<file path="src/rtl/core/omp_pkg.sv">
`default_nettype none

package omp_pkg;

   localparam int SYM_W       = 8;
   localparam int CMD_W       = 2;
   localparam int CNT_W       = 17;
   localparam int REQ_TDATA_W = 16;
   localparam int RSP_TDATA_W = 40;

   localparam logic [CNT_W-1:0] CNT_MAX = {CNT_W{1'b1}};

   typedef enum logic [CMD_W-1:0] {
      CMD_CLEAR   = 2'd0,
      CMD_PATTERN = 2'd1,
      CMD_TEXT    = 2'd2,
      CMD_NONE    = 2'd3
   } cmd_type;

   typedef enum logic [2:0] {
      ST_IDLE = 3'b001,
      ST_CMP  = 3'b010,
      ST_DEC  = 3'b100
   } state_type;

   // Commands from the controller to the datapath.
   typedef struct packed {
      logic clear;
      logic load_pattern;
      logic load_text;
      logic capture;
      logic decide;
   } dp_cmd_type;

endpackage

`default_nettype wire

</file>
<file path="src/rtl/core/one_mismatch_pattern_matcher.sv">
// A text beat goes from the idle state through a compare state to a decide
// state, which loads the output register; no beat is taken meanwhile. Clear
// and pattern beats stay idle. A text beat that reaches its decide cycle while
// a result still waits holds there, and the input stalls, until it is taken.
// Reset is synchronous and active high; it empties the pattern and the text
// counters and drops any pending result. No clearing pass is needed.
`default_nettype none

module one_mismatch_pattern_matcher #(
   parameter int PATTERN_MAX = 64,
   parameter int TEXT_MAX    = 65536
) (
   input  wire logic                            clock,
   input  wire logic                            reset,
   // req_tdata fields from bit 0: cmd[1:0], symbol[9:2], zero pad[15:10]
   input  wire logic [omp_pkg::REQ_TDATA_W-1:0] req_tdata,
   input  wire logic                            req_tlast,
   input  wire logic                            req_tvalid,
   output logic                                 req_tready,
   // rsp_tdata fields from bit 0: window_full[0], start_position[17:1],
   // is_match[18], match_count[35:19], overflow[36], zero pad[39:37]
   output logic [omp_pkg::RSP_TDATA_W-1:0]      rsp_tdata,
   output logic                                 rsp_tlast,
   output logic                                 rsp_tvalid,
   input  wire logic                            rsp_tready
);

   omp_pkg::dp_cmd_type              dp_cmd;
   logic [omp_pkg::CMD_W-1:0]        req_cmd;
   logic [omp_pkg::SYM_W-1:0]        req_symbol;
   logic                             window_full;
   logic [omp_pkg::CNT_W-1:0]        start_position;
   logic                             is_match;
   logic [omp_pkg::CNT_W-1:0]        match_count;
   logic                             overflow;

   assign req_cmd    = req_tdata[1:0];
   assign req_symbol = req_tdata[9:2];

   // The controller sequences each text beat through a compare cycle, where
   // every cell of the row checks one pattern byte against one window byte,
   // and a decide cycle that tests for at most one mismatch and loads the
   // output register.
   omp_ctrl u_ctrl (
      .clock      (clock),
      .reset      (reset),
      .req_tvalid (req_tvalid),
      .req_cmd    (req_cmd),
      .req_tready (req_tready),
      .rsp_tvalid (rsp_tvalid),
      .rsp_tready (rsp_tready),
      .dp_cmd     (dp_cmd)
   );

   omp_datapath #(
      .PATTERN_MAX (PATTERN_MAX),
      .TEXT_MAX    (TEXT_MAX)
   ) u_datapath (
      .clock              (clock),
      .reset              (reset),
      .dp_cmd             (dp_cmd),
      .req_symbol         (req_symbol),
      .req_last           (req_tlast),
      .rsp_window_full    (window_full),
      .rsp_start_position (start_position),
      .rsp_is_match       (is_match),
      .rsp_match_count    (match_count),
      .rsp_overflow       (overflow),
      .rsp_end_of_text    (rsp_tlast)
   );

   assign rsp_tdata = {3'b000, overflow, match_count, is_match, start_position, window_full};

   // A text beat occupies the compare stage, so the next beat must wait.
   a_text_blocks: assert property (@(posedge clock) disable iff (reset)
      (req_tvalid && req_tready && (req_cmd == omp_pkg::CMD_TEXT)) |=> !req_tready)
      else $error("input accepted during compare cycle");

   // A window that is not yet full reports no position and no match.
   a_empty_window: assert property (@(posedge clock) disable iff (reset)
      (rsp_tvalid && !window_full) |-> (start_position == '0) && !is_match)
      else $error("partial window reported a position or a match");

   // A match is always counted.
   a_match_counted: assert property (@(posedge clock) disable iff (reset)
      (rsp_tvalid && is_match) |-> (match_count != '0))
      else $error("match reported with zero count");

endmodule

`default_nettype wire

</file>
<file path="src/rtl/core/omp_ctrl.sv">
`default_nettype none

module omp_ctrl (
   input  wire logic                      clock,
   input  wire logic                      reset,
   input  wire logic                      req_tvalid,
   input  wire logic [omp_pkg::CMD_W-1:0] req_cmd,
   output logic                           req_tready,
   output logic                           rsp_tvalid,
   input  wire logic                      rsp_tready,
   output omp_pkg::dp_cmd_type            dp_cmd
);

   omp_pkg::state_type state_ff, state_in;
   logic               rsp_valid_ff, rsp_valid_in;
   logic               accept;
   logic               load;

   assign req_tready = (state_ff == omp_pkg::ST_IDLE);
   assign accept     = req_tvalid && req_tready;
   assign load       = (state_ff == omp_pkg::ST_DEC) && (!rsp_valid_ff || rsp_tready);
   assign rsp_tvalid = rsp_valid_ff;

   always_comb begin
      dp_cmd              = '0;
      dp_cmd.clear        = accept && (req_cmd == omp_pkg::CMD_CLEAR);
      dp_cmd.load_pattern = accept && (req_cmd == omp_pkg::CMD_PATTERN);
      dp_cmd.load_text    = accept && (req_cmd == omp_pkg::CMD_TEXT);
      dp_cmd.capture      = (state_ff == omp_pkg::ST_CMP);
      dp_cmd.decide       = load;
   end

   always_comb begin
      state_in = state_ff;
      unique case (state_ff)
         omp_pkg::ST_IDLE: begin
            if (dp_cmd.load_text) begin
               state_in = omp_pkg::ST_CMP;
            end
         end
         omp_pkg::ST_CMP: begin
            state_in = omp_pkg::ST_DEC;
         end
         omp_pkg::ST_DEC: begin
            if (load) begin
               state_in = omp_pkg::ST_IDLE;
            end
         end
         default: begin
            state_in = omp_pkg::ST_IDLE;
         end
      endcase
   end

   always_comb begin
      rsp_valid_in = rsp_valid_ff;
      if (load) begin
         rsp_valid_in = 1'b1;
      end else if (rsp_tready) begin
         rsp_valid_in = 1'b0;
      end
   end

   always_ff @(posedge clock) begin
      if (reset) begin
         state_ff     <= omp_pkg::ST_IDLE;
         rsp_valid_ff <= 1'b0;
      end else begin
         state_ff     <= state_in;
         rsp_valid_ff <= rsp_valid_in;
      end
   end

endmodule

`default_nettype wire

</file>
<file path="src/rtl/core/omp_datapath.sv">
`default_nettype none

module omp_datapath #(
   parameter int PATTERN_MAX = 64,
   parameter int TEXT_MAX    = 65536
) (
   input  wire logic                      clock,
   input  wire logic                      reset,
   input  wire omp_pkg::dp_cmd_type       dp_cmd,
   input  wire logic [omp_pkg::SYM_W-1:0] req_symbol,
   input  wire logic                      req_last,
   output logic                           rsp_window_full,
   output logic [omp_pkg::CNT_W-1:0]      rsp_start_position,
   output logic                           rsp_is_match,
   output logic [omp_pkg::CNT_W-1:0]      rsp_match_count,
   output logic                           rsp_overflow,
   output logic                           rsp_end_of_text
);

   localparam int PLW = $clog2(PATTERN_MAX + 1);
   localparam int TLW = $clog2(TEXT_MAX + 1);
   localparam int CW  = ((PLW > TLW) ? PLW : TLW) + 1;

   // Pattern row is kept aligned with the text window: entry 0 is the
   // newest pattern byte, so cell j compares two fixed registers.
   logic [omp_pkg::SYM_W-1:0] pat_ff [PATTERN_MAX];
   logic [omp_pkg::SYM_W-1:0] win_ff [PATTERN_MAX];
   logic [PLW-1:0]            plen_ff;
   logic [TLW-1:0]            tlen_ff;
   logic                      ovf_ff;
   logic                      last_ff;
   logic [PATTERN_MAX-1:0]    miss_ff, miss_in;
   logic                      full_ff, full_in;
   logic [CW-1:0]             start_ff, start_in;
   logic [omp_pkg::CNT_W-1:0] cnt_ff, cnt_in;
   logic                      match;
   logic                      ovf_in;

   logic                      o_full_ff;
   logic [omp_pkg::CNT_W-1:0] o_start_ff;
   logic                      o_match_ff;
   logic [omp_pkg::CNT_W-1:0] o_cnt_ff;
   logic                      o_ovf_ff;
   logic                      o_last_ff;

   for (genvar j = 0; j < PATTERN_MAX; j++) begin : g_cell
      assign miss_in[j] = (PLW'(j) < plen_ff) && (pat_ff[j] != win_ff[j]);
   end

   assign full_in  = (plen_ff != '0) && (CW'(tlen_ff) >= CW'(plen_ff));
   assign start_in = CW'(tlen_ff) - CW'(plen_ff) + CW'(1);
   assign ovf_in   = (tlen_ff >= TLW'(TEXT_MAX));

   // At most one mismatching cell.
   assign match  = full_ff && ((miss_ff & (miss_ff - PATTERN_MAX'(1))) == '0);
   assign cnt_in = (match && (cnt_ff != omp_pkg::CNT_MAX)) ? cnt_ff + 1'b1 : cnt_ff;

   always_ff @(posedge clock) begin
      if (dp_cmd.load_pattern && (plen_ff < PLW'(PATTERN_MAX))) begin
         for (int k = PATTERN_MAX - 1; k > 0; k--) begin
            pat_ff[k] <= pat_ff[k-1];
         end
         pat_ff[0] <= req_symbol;
      end
      if (dp_cmd.load_text) begin
         for (int k = PATTERN_MAX - 1; k > 0; k--) begin
            win_ff[k] <= win_ff[k-1];
         end
         win_ff[0] <= req_symbol;
         ovf_ff    <= ovf_in;
         last_ff   <= req_last;
      end
      if (dp_cmd.capture) begin
         miss_ff  <= miss_in;
         full_ff  <= full_in;
         start_ff <= start_in;
      end
      if (dp_cmd.decide) begin
         o_full_ff  <= full_ff;
         o_start_ff <= full_ff ? omp_pkg::CNT_W'(start_ff) : '0;
         o_match_ff <= match;
         o_cnt_ff   <= cnt_in;
         o_ovf_ff   <= ovf_ff;
         o_last_ff  <= last_ff;
      end
   end

   always_ff @(posedge clock) begin
      if (reset || dp_cmd.clear) begin
         plen_ff <= '0;
         tlen_ff <= '0;
         cnt_ff  <= '0;
      end else begin
         if (dp_cmd.load_pattern && (plen_ff < PLW'(PATTERN_MAX))) begin
            plen_ff <= plen_ff + 1'b1;
         end
         if (dp_cmd.load_text && !ovf_in) begin
            tlen_ff <= tlen_ff + 1'b1;
         end
         if (dp_cmd.decide) begin
            cnt_ff <= cnt_in;
         end
      end
   end

   // The output register keeps its own copy of the count, so a clear taken
   // while a result waits leaves that result intact.
   assign rsp_window_full    = o_full_ff;
   assign rsp_start_position = o_start_ff;
   assign rsp_is_match       = o_match_ff;
   assign rsp_match_count    = o_cnt_ff;
   assign rsp_overflow       = o_ovf_ff;
   assign rsp_end_of_text    = o_last_ff;

endmodule

`default_nettype wire
</file>
<file path="config.mk">
export PLATFORM = sky130hd
export DESIGN_NAME = one_mismatch_pattern_matcher
export DESIGN_NICKNAME = d
export VERILOG_FILES = /design/src/rtl/core/omp_pkg.sv /design/src/rtl/core/one_mismatch_pattern_matcher.sv /design/src/rtl/core/omp_ctrl.sv /design/src/rtl/core/omp_datapath.sv
export SDC_FILE = /design/constraint.sdc
export NUM_CORES = 1
export LEC_CHECK = 0
export BUFFER_PORTS_ARGS = -buffer_cell sky130_fd_sc_hd__buf_2
export CAP_MARGIN = 10
export CORE_MARGIN = 5
export CORE_UTILIZATION = 25
export CTS_CLUSTER_SIZE = 30
export DETAILED_ROUTE_END_ITERATION = 7
export PLACE_DENSITY = 0.38
export SLEW_MARGIN = 20
export SYNTH_ARGS = -nofsm -noshare
export SYNTH_HDL_FRONTEND = slang
export SYNTH_HIERARCHICAL = 1
export SYNTH_SLANG_ARGS = --single-unit
</file>
<file path="constraint.sdc">
create_clock -name clock -period 60.6 [get_ports clock]
set_input_delay 3.03 -clock clock [delete_from_list [all_inputs] [get_ports clock]]
set_output_delay 3.03 -clock clock [all_outputs]
set_load 0.02 [all_outputs]
</file>
# Word-level counts from Yosys, hierarchy flattened

Memories as Yosys holds them, arrays and structs flattened.
Index checks and enable logic that the tools add are counted.

Register bits after elaboration: 167
Bits in writable memories: 1024
Bits of input ports: 21
Output and inout bits: 43
Word-level logic and storage cells: 257
Memories: 2

Memories:

| memory            | words | width | rd ports | clocked after Yosys merged registers in | write ports | line               | text |
|---|---|---|---|---|---|---|---|
| u_datapath.pat_ff | 64    | 8     | 64       | 0                                       | 64          | omp_datapath.sv:26 | `logic [omp_pkg::SYM_W-1:0] pat_ff [PATTERN_MAX];` |
| u_datapath.win_ff | 64    | 8     | 64       | 0                                       | 64          | omp_datapath.sv:27 | `logic [omp_pkg::SYM_W-1:0] win_ff [PATTERN_MAX];` |

$add $sub $neg: 6
Order comparisons: 67
Eq/ne operators: 72
Multiplexer cells: 10
Bitwise operators: 1
Reduce and logical (&&, ||, !) cells: 83

Operators by type and width:

| cell                                                                        | count |
|---|---|
| 8-bit inequality test                                                       | 64 |
| 6-bit by 7-bit less-than comparator with 1-bit output, first input constant | 32 |
| 5-bit by 7-bit less-than comparator with 1-bit output, first input constant | 16 |
| 1-bit logical AND                                                           | 74 |
| 64-bit AND                                                                  | 1 |
| 64-bit zero test                                                            | 1 |
| 64-bit by 1-bit subtractor with 64-bit output, second input constant        | 1 |
| 4-bit by 7-bit less-than comparator with 1-bit output, first input constant | 8 |
| 17-bit by 1-bit adder with 17-bit output, second input constant             | 3 |
| 3-bit by 7-bit less-than comparator with 1-bit output, first input constant | 4 |
| 17-bit >= comparator, second input constant                                 | 1 |
| 17-bit by 7-bit >= comparator with 1-bit output                             | 1 |
| 17-bit two-way mux                                                          | 1 |
| 17-bit inequality test, second input constant                               | 1 |
| 17-bit by 7-bit subtractor with 17-bit output                               | 1 |
| 1-bit by 7-bit less-than comparator with 1-bit output, first input constant | 2 |
| 2-bit by 7-bit less-than comparator with 1-bit output, first input constant | 2 |
| 3-bit case mux with 3 select lines                                          | 1 |
| 7-bit by 1-bit adder with 7-bit output, second input constant               | 1 |
| 7-bit less-than comparator, second input constant                           | 1 |
| 7-bit nonzero test                                                          | 1 |
| 1-bit two-way mux                                                           | 6 |
| 3-bit two-way mux                                                           | 2 |
| 2-bit by 1-bit inequality test with 1-bit output, second input constant     | 2 |
| 10 further kinds                                                            | 12 |

# Longest topological paths before layout

Gate-level depths: netlist (run 1).

Word-level depth: 6
Gate-level depth with buffers: 15

# By module

The synthesis (run 1) kept the hierarchy.

By module, submodules not included:

| module                       | instances | cells each | area an instance (um^2) | sequential area each (um^2) |
|---|---|---|---|---|
| omp_datapath                 | 1         | 2569       | 45363.5                 | 35233.8 |
| omp_ctrl                     | 1         | 21         | 232.7                   | 80.1 |
| one_mismatch_pattern_matcher | 1         | 7          | 48.8                    | 0.0 |

# Worst setup path after synthesis (run 1)

Ideal clock, no wire load.

Path type: input -> register
From: input req_tvalid
To: register u_datapath.tlen_ff[14]
Data arrival time: 43175 ps
Slack: 17298 ps
Stages on the path: 10
Path buffers: 0
Cells stage by stage: nand4bb_4 -> nor3b_1 -> nor2b_1 -> and3_1 -> nand2_1 -> nor2_1 -> and3_1 -> nand2_1 -> xnor2_1 -> nor2_1

RTL lines:

| what                 | line                               | text |
|---|---|---|
| start, declared      | one_mismatch_pattern_matcher.sv:18 | `input wire logic req_tvalid,` |
| end signal, assigned | omp_datapath.sv:98                 | `tlen_ff <= tlen_ff + 1'b1;` |
| end, declared        | omp_datapath.sv:29                 | `logic [TLW-1:0] tlen_ff;` |

==> reports/qor.csv, run 1 <==
metric,value,unit
status,finished clean,
drc_errors,0,
slew_viol_final,0,
ctsHoldBuffers,0,
peakVddDrop,0.0189,mV
grt_first_pass_wirelength,150,mm
hold_path.class,flop to flop,
crit_family,buffers and inverters,
synthMuxAreaShare,0.422,%
drive_gt1_share,10.7,%
r2r_start,u_datapath/miss_ff[4],
dp_hpwl,64.9,mm
overflow,0,
slowest_delay,0.81,ns
dieArea,191000,sq um
ys_warn_count,6,
fin_setup_tns,0,ns
synth_area,45600,sq um
synthSimpleGateAreaFrac,6.21,%
ff2ff_setup_slack,55.80,ns
hp-start,u_datapath/last_ff,
synth_flop_cell,edfxtp_1,
rsz0062_at_grt,no,
power_density,32.5,nW/um^2
fp.dieH,437,um
whs_path_depth,0,
endpoint_kind,flop,
critical_path_class,input pin to flop,
first_iter_violations,1409,
drtPass1Iterations,7,
area_growth,16.8,%
clock_latency,0.75,ns
power,1.73,mW
ys_seq_area_share,77.4,%
numCtsBuffers,137,
die_x,437,um
whs_endpoint,u_datapath/rsp_end_of_text,
cts_tree,yes,
wl_per_cell,18.8,um
initial_utilization,25.2,%
netlist.area_leader.share,75.4,%
clockBufferDepth,3,
cp-start-kind,input pin,
routed_wl,99.4,mm
slew-limit-headroom,30.6,%
required,60.97,ns
ant_nets,0,
crit_top_cell,buf_4,
crit_chain,"buf_2, nand4bb_4, nor3b_1, nor2b_4, buf_4, buf_4, buf_4",
clock-sinks,1191,
r2r_cells,9,
period_minus_slack,6.60,ns
synth_area_per_cell,17.6,sq um
core-area,181000,sq um
hold_violations,0,
post_synth_xor_area_fraction,10.7,%
grt_start_max_net_pins,164,
p_leak,16.7,nW
grt_use_total,10.3,%
synth_cell_types,78,
htreeDepth,4,
yosys.area.top_type,edfxtp_1,
post_drt_via_cell_ratio,4.17,
rows,156,
maxCapViolCount,0,
ys_top_cells_by_area,"edfxtp_1 (75%), xor2_1 (9.6%), dfxtp_1 (2.0%)",
antenna_found_initial,1,
yosysMostFrequentCell,edfxtp_1,
cp.arrival,6.97,ns
tightest_slew,1.03,ns
synth_edf_count,1146,
slowest_stage,buf_4,
synth-async-reset-ratio,0,%
fin_ws,54.00,ns
min_period_over_period,10.9,%
post_cts_buffers,0,
regToRegEndpoint,u_datapath/rsp_match_count[16],
clock.fmax,152,MHz
final.setup_skew,0.0240,ns
cts_resized,0,
io_pins,64,
synth_commonest_cells,"edfxtp_1 (1146), xor2_1 (502), nor4_1 (131), a21oi_1 (79), nor2_1 (77)",
io_buffers,54,
synth_top_family_by_area,XOR/XNOR gates,
critPathBufInv,4,
globalplace.congestion,0.754,
num_vias,22017,
path_max_fanout,68,
setup_viol,0,
synth_compound_area_share,2.88,%
synth_cells,2597,
grt_pass1_vias,23647,
place_ws,53.15,ns
ys_ff_latch,1191,
clk_pin_slew,0.06,ns
synthAdderAreaFrac,1.59,%
final_net_count,2861,
cts_root_buf,clkbuf_16,
-- per-layer routing --
metal / vias to the layer above / share of wire [%] / wire [um] / global-route usage [%]
met3: 164 / 4.5 / 4430 / 2.40
met2: 426 / 47 / 46500 / 16.6
li1: 10319 / - / - / -
met5: - / 0 / 0 / 0
met1: 11108 / 46 / 45600 / 13.6
met4: 0 / 2.9 / 2870 / 3.65
-- report_power, final --
group | switching [mW] | internal (mW)
Clock | 0.332 | 0.450
Sequential | 0.00960 | 0.914
Combinational | 0.0208 | 0.00788
-- cell type report --
cell class	count	area, sq um
fillers	17800	128000
repair buffers	90	586
inverters	43	161
clock inverters	88	699
multi-input cells	1324	10000
clock buffers	164	3570
flip-flops and latches	1191	35300
well taps	2370	2970
diodes	4	10.0
-- kinds of logic after synthesis --
group / Yosys count
DFF: 1191
xor gates and xnor gates: 558
and+or+nand+nor: 485
AOI/OAI and AO/OA: 202
buffers and inverters: 84
adders and majority gates: 57
muxes: 19
other: 1
-- state kept, by name (all words and copies together), names as in the netlist, 3 cells and up --
name and flops:
u_ctrl/state_ff 3, u_datapath/pat_ff 512, u_datapath/plen_ff 7, u_datapath/miss_ff 64, u_datapath/cnt_ff 17, u_datapath/win_ff 512, u_datapath/tlen_ff 17, u_datapath/start_ff 17
u_datapath/rsp_match_count 17, u_datapath/rsp_start_position 17
-- through the flow --
step / cells / utilization [%] / area [sq um] / hold WS [ns]
2_1_floorplan: 2599 / - / 45700 / 0.400
3_3_place_gp: 5017 / 27.1 / 49000 / 0.418
3_5_place_dp: 5017 / 27.1 / 49000 / 0.416
4_1_cts: 5269 / 29.4 / 53300 / 0.432
5_1_grt: 5271 / 29.4 / 53300 / 0.436
6_report: 5274 / 29.4 / 53300 / 0.427
-- placed cells by master (no fill, tap or decap), types with 26 or more instances in the layout --
cell / count
dfxtp_1: 45
xnor2_1: 56
or3_1: 26
clkbuf_16: 138
inv_1: 38
clkinv_1: 39
and2_1: 32
edfxtp_1: 1146
a21oi_1: 79
nand2_1: 59
nor4_1: 131
buf_2: 54
nand4_1: 45
ha_1: 50
nor2_1: 75
clkinv_2: 28
buf_4: 33
xor2_1: 502
-- how the worst max path moves through the flow --
stage / start / to / slack [ns] / cells past startpoint
after floorplan: req_tvalid / u_datapath/tlen_ff[14] / 17.30 / 10
after CTS: req_tvalid / u_datapath/pat_ff[0][16] / 54.01 / 7
after global routing: req_tvalid / u_datapath/pat_ff[0][16] / 53.81 / 7
final: req_tvalid / u_datapath/pat_ff[0][0] / 54.00 / 7
after detailed placement: req_tvalid / u_datapath/pat_ff[0][6] / 53.15 / 7
after global placement: req_tvalid / u_datapath/pat_ff[0][2] / 53.23 / 7
-- worst reg2reg max path: stages (launching register included) --
cell      delay [ns]
edfxtp_1        0.48
or4_1           0.63
nor4_4          0.73
nand3_2         0.45
or3_1           0.56
o32ai_1         0.39
nor4b_4         0.31
buf_4           0.39
nand3_1         0.24
mux2_1          0.36
No activity file was read; power rests on OpenSTA's default activity.
==> run 2: changes to the inputs <==
--- a/config.mk
+++ b/config.mk
@@ -5,6 +5,7 @@
 export SDC_FILE = /design/constraint.sdc
 export NUM_CORES = 1
 export LEC_CHECK = 0
+export ABC_AREA = 1
 export BUFFER_PORTS_ARGS = -buffer_cell sky130_fd_sc_hd__buf_2
 export CAP_MARGIN = 10
 export CORE_MARGIN = 5
==> constraint.sdc (replaced) <==
create_clock -name clock -period 6.65 [get_ports clock]
set_input_delay 0.3325 -clock clock [delete_from_list [all_inputs] [get_ports clock]]
set_output_delay 0.3325 -clock clock [all_outputs]
set_load 0.02 [all_outputs]
==> reports/qor.csv, run 2 <==
metric,value,unit,change
dieArea,196000,sq um,was 191000 sq um
cts_tree,yes,,unchanged
io_pins,64,,unchanged
hp-start,req_tdata[0],,was u_datapath/last_ff
synthSimpleGateAreaFrac,9.36,%,was 6.21%
r2r_start,u_datapath/plen_ff[2],,was u_datapath/miss_ff[4]
p_switching,3.33,mW,was 0.362 mW
crit_family,adder cells,,was buffers and inverters
grt_first_pass_wirelength,158,mm,was 150 mm
clock_latency,0.77,ns,was 0.75 ns
synthMuxAreaShare,0,%,was 0.422%
required,7.14,ns,was 60.97 ns
maxCapViolCount,0,,unchanged
synth_top_family_by_area,simple AND/OR/NAND/NOR gates,,was XOR/XNOR gates
final_net_count,3419,,was 2861
ys_seq_area_share,75.4,%,was 77.4%
synth_compound_area_share,2.71,%,was 2.88%
globalplace.congestion,0.841,,was 0.754
initial_utilization,25.2,%,about the same
synth_cells,3143,,was 2597
netSwitchingFraction,21.1,%,was 20.9%
p_clk_share,44.4,%,was 45.1%
period_minus_slack,4.07,ns,
yosysMostFrequentCell,edfxtp_1,,unchanged
synth_edf_count,1146,,unchanged
regToRegEndpoint,u_datapath/start_ff[15],,was u_datapath/rsp_match_count[16]
p_comb_share,2.0,%,was 1.7%
synth-async-reset-ratio,0,%,unchanged
dp_hpwl,69.9,mm,was 64.9 mm
ant_nets,0,,unchanged
grt_pass1_vias,24834,,was 23647
drive_gt1_share,9.22,%,was 10.7%
num_vias,23926,,was 22017
status,finished clean,,unchanged
seq_power_share,53.6,%,was 53.3%
die_x,443,um,was 437 um
mostFrequentLayoutCells,"edfxtp_1 (1146), nand2_1 (385), xor2_1 (349)",,"was edfxtp_1 (1146), xor2_1 (502), clkbuf_16 (138)"
power_density,289,nW/um^2,was 32.5 nW/um^2
cts_resized,0,,unchanged
rows,158,,was 156
ys_warn_count,6,,unchanged
synthAdderAreaFrac,1.46,%,was 1.59%
wl_per_cell,17.7,um,was 18.8 um
drc_errors,0,,unchanged
synth_cell_types,49,,was 78
synth_commonest_cells,"edfxtp_1 (1146), nand2_1 (386), xor2_1 (349), nor2_1 (272), inv_1 (238)",,"was edfxtp_1 (1146), xor2_1 (502), nor4_1 (131), a21oi_1 (79), nor2_1 (77)"
numCtsBuffers,136,,was 137
ff2ff_setup_slack,2.58,ns,was 55.80 ns
hold_path.class,input pin to flop,,was flop to flop
slew_viol_final,0,,unchanged
htreeDepth,4,,unchanged
slew-limit-headroom,25.6,%,was 30.6%
p_int,12.4,mW,was 1.37 mW
netlist.area_leader.share,73.5,%,was 75.4%
overflow,0,,unchanged
area_growth,16.5,%,was 16.8%
yosys.area.top_type,edfxtp_1,,unchanged
synth_area,46800,sq um,was 45600 sq um
fp.dieH,443,um,was 437 um
first_iter_violations,1430,,was 1409
core-area,186000,sq um,was 181000 sq um
hold_violations,0,,unchanged
ys_top_cells_by_area,"edfxtp_1 (73%), xor2_1 (6.5%), nand2_1 (3.1%)",,"was edfxtp_1 (75%), xor2_1 (9.6%), dfxtp_1 (2.0%)"
endpoint_kind,flop,,unchanged
ys_ff_latch,1191,,unchanged
clock.fmax,246,MHz,
path_max_fanout,10,,was 68
clockBufferDepth,3,,unchanged
r2r_cells,12,,was 9
synth_area_per_cell,14.9,sq um,was 17.6 sq um
cp-start-kind,flop,,was input pin
post_drt_via_cell_ratio,4.03,,was 4.17
crit_top_cell,inv_1,,was buf_4
cp.arrival,4.56,ns,was 6.97 ns
crit_chain,"clkinv_1, ha_1, inv_1, fa_1, inv_1, a21oi_1, o21bai_1, nand4_1, nand2_1, a21boi_0, o41ai_1, xor2_1",,"was buf_2, nand4bb_4, nor3b_1, nor2b_4, buf_4, buf_4, buf_4"
top_regs,"u_datapath/pat_ff (512), u_datapath/win_ff (512), u_datapath/miss_ff (64)",,unchanged
peakVddDrop,0.192,mV,was 0.0189 mV
clk_pin_slew,0.06,ns,about the same
critical_path_class,flop to flop,,was input pin to flop
final_common_cell,edfxtp_1,,unchanged
tightest_slew,1.11,ns,was 1.03 ns
post_cts_buffers,0,,unchanged
whs_endpoint,u_ctrl/state_ff[0],,was u_datapath/rsp_end_of_text
setup_viol,0,,unchanged
whs_path_depth,5,,was 0
drtPass1Iterations,7,,unchanged
grt_use_total,10.6,%,was 10.3%
antenna_found_initial,3,,was 1
critPathBufInv,3,,was 4
cts_root_buf,clkbuf_16,,unchanged
post-route-util,29.4,%,about the same
rsz0062_at_grt,no,,unchanged
whs,0.0893,ns,was 0.427 ns
n_fill_cell,18728,,was 17800
clock-sinks,1191,,unchanged
io_buffers,54,,unchanged
routed_wl,105,mm,was 99.4 mm
p_leak,17.7,nW,was 16.7 nW
post_synth_xor_area_fraction,8.79,%,was 10.7%
min_period_over_period,61.2,%,
grt_start_max_net_pins,156,,was 164
fin_setup_tns,0,ns,unchanged
slowest_delay,0.64,ns,was 0.81 ns
final.setup_skew,0.0308,ns,was 0.0240 ns
slowest_stage,clkinv_1,,was buf_4
synth_flop_cell,edfxtp_1,,unchanged
-- run 2: worst max-delay path by stage --
stage | cells after the start | from | slack [ns] | end
3_5_place_dp | 12 | u_datapath/plen_ff[2] | 2.64 | u_datapath/start_ff[15]
5_1_grt | 12 | u_datapath/plen_ff[2] | 2.51 | u_datapath/start_ff[15]
4_1_cts | 12 | u_datapath/plen_ff[2] | 2.64 | u_datapath/start_ff[15]
3_3_place_gp | 12 | u_datapath/plen_ff[2] | 2.66 | u_datapath/start_ff[15]
2_1_floorplan | 16 | u_ctrl/state_ff[1] | -2.53 | u_datapath/tlen_ff[15]
6_report | 12 | u_datapath/plen_ff[2] | 2.58 | u_datapath/start_ff[15]
-- run 2: logic make-up after synthesis --
kind of cell / count (synthesis)
adder cells (fa/ha/maj): 53
other: 1
XOR/XNOR: 470
AND/OR/NAND/NOR: 949
AO/OA/AOI/OAI: 210
buffers and inverters: 269
flip-flops: 1191
-- run 2: power by group through the flow --
stage                     sequential, mW  combinational (mW)  clock [mW]
final                               8.44               0.313        7.01
after global routing                8.45               0.352        7.62
after CTS                           8.44               0.331        7.31
after detailed placement            8.60               0.324           0
after global placement              8.60               0.326           0
after floorplan                     8.64               0.203           0
-- run 2: timing repair --
item,4_1_cts,5_1_grt
setup endpoints to repair,0,0
endpoints found under the hold margin,21,0
hold buffers,14,0
-- run 2: worst reg2reg max path: cells and delay by family (launching register included) --
kind | cells | cell delay, ns
AOI/OAI and AO/OA | 4 | 0.91
xor gates and xnor gates | 1 | 0.11
adders and majority gates | 2 | 1.09
buffers and inverters | 3 | 0.80
DFF | 1 | 0.63
and+or+nand+nor | 2 | 0.26
-- run 2: area by class of cell --
type	count	area [sq um]	area share (%)
clock inverters	64	546	1.00
repair buffers	88	611	1.12
flip-flops and latches	1191	35300	64.7
diodes	1	2.50	0.00459
multi-input cells	1685	10500	19.2
inverters	243	927	1.70
clock buffers	178	3560	6.53
well taps	2480	3100	5.69
-- run 2: stage by stage --
step / power, mW / setup slack, ns / instances / area (sq um)
final: 15.8 / 2.58 / 5930 / 54600
after floorplan: 8.84 / -2.53 / 3145 / 46900
after CTS: 16.1 / 2.64 / 5929 / 54500
after global routing: 16.4 / 2.51 / 5930 / 54600
after global placement: 8.92 / 2.66 / 5673 / 50300
after detailed placement: 8.92 / 2.64 / 5673 / 50300
-- run 2: routing by layer --
layer,wire [um],up-vias,global-route usage [%]
met2,47400,377,16.3
met3,4330,166,2.29
met5,0,-,0
met1,50900,11778,15.0
li1,-,11605,-
met4,2590,0,3.19
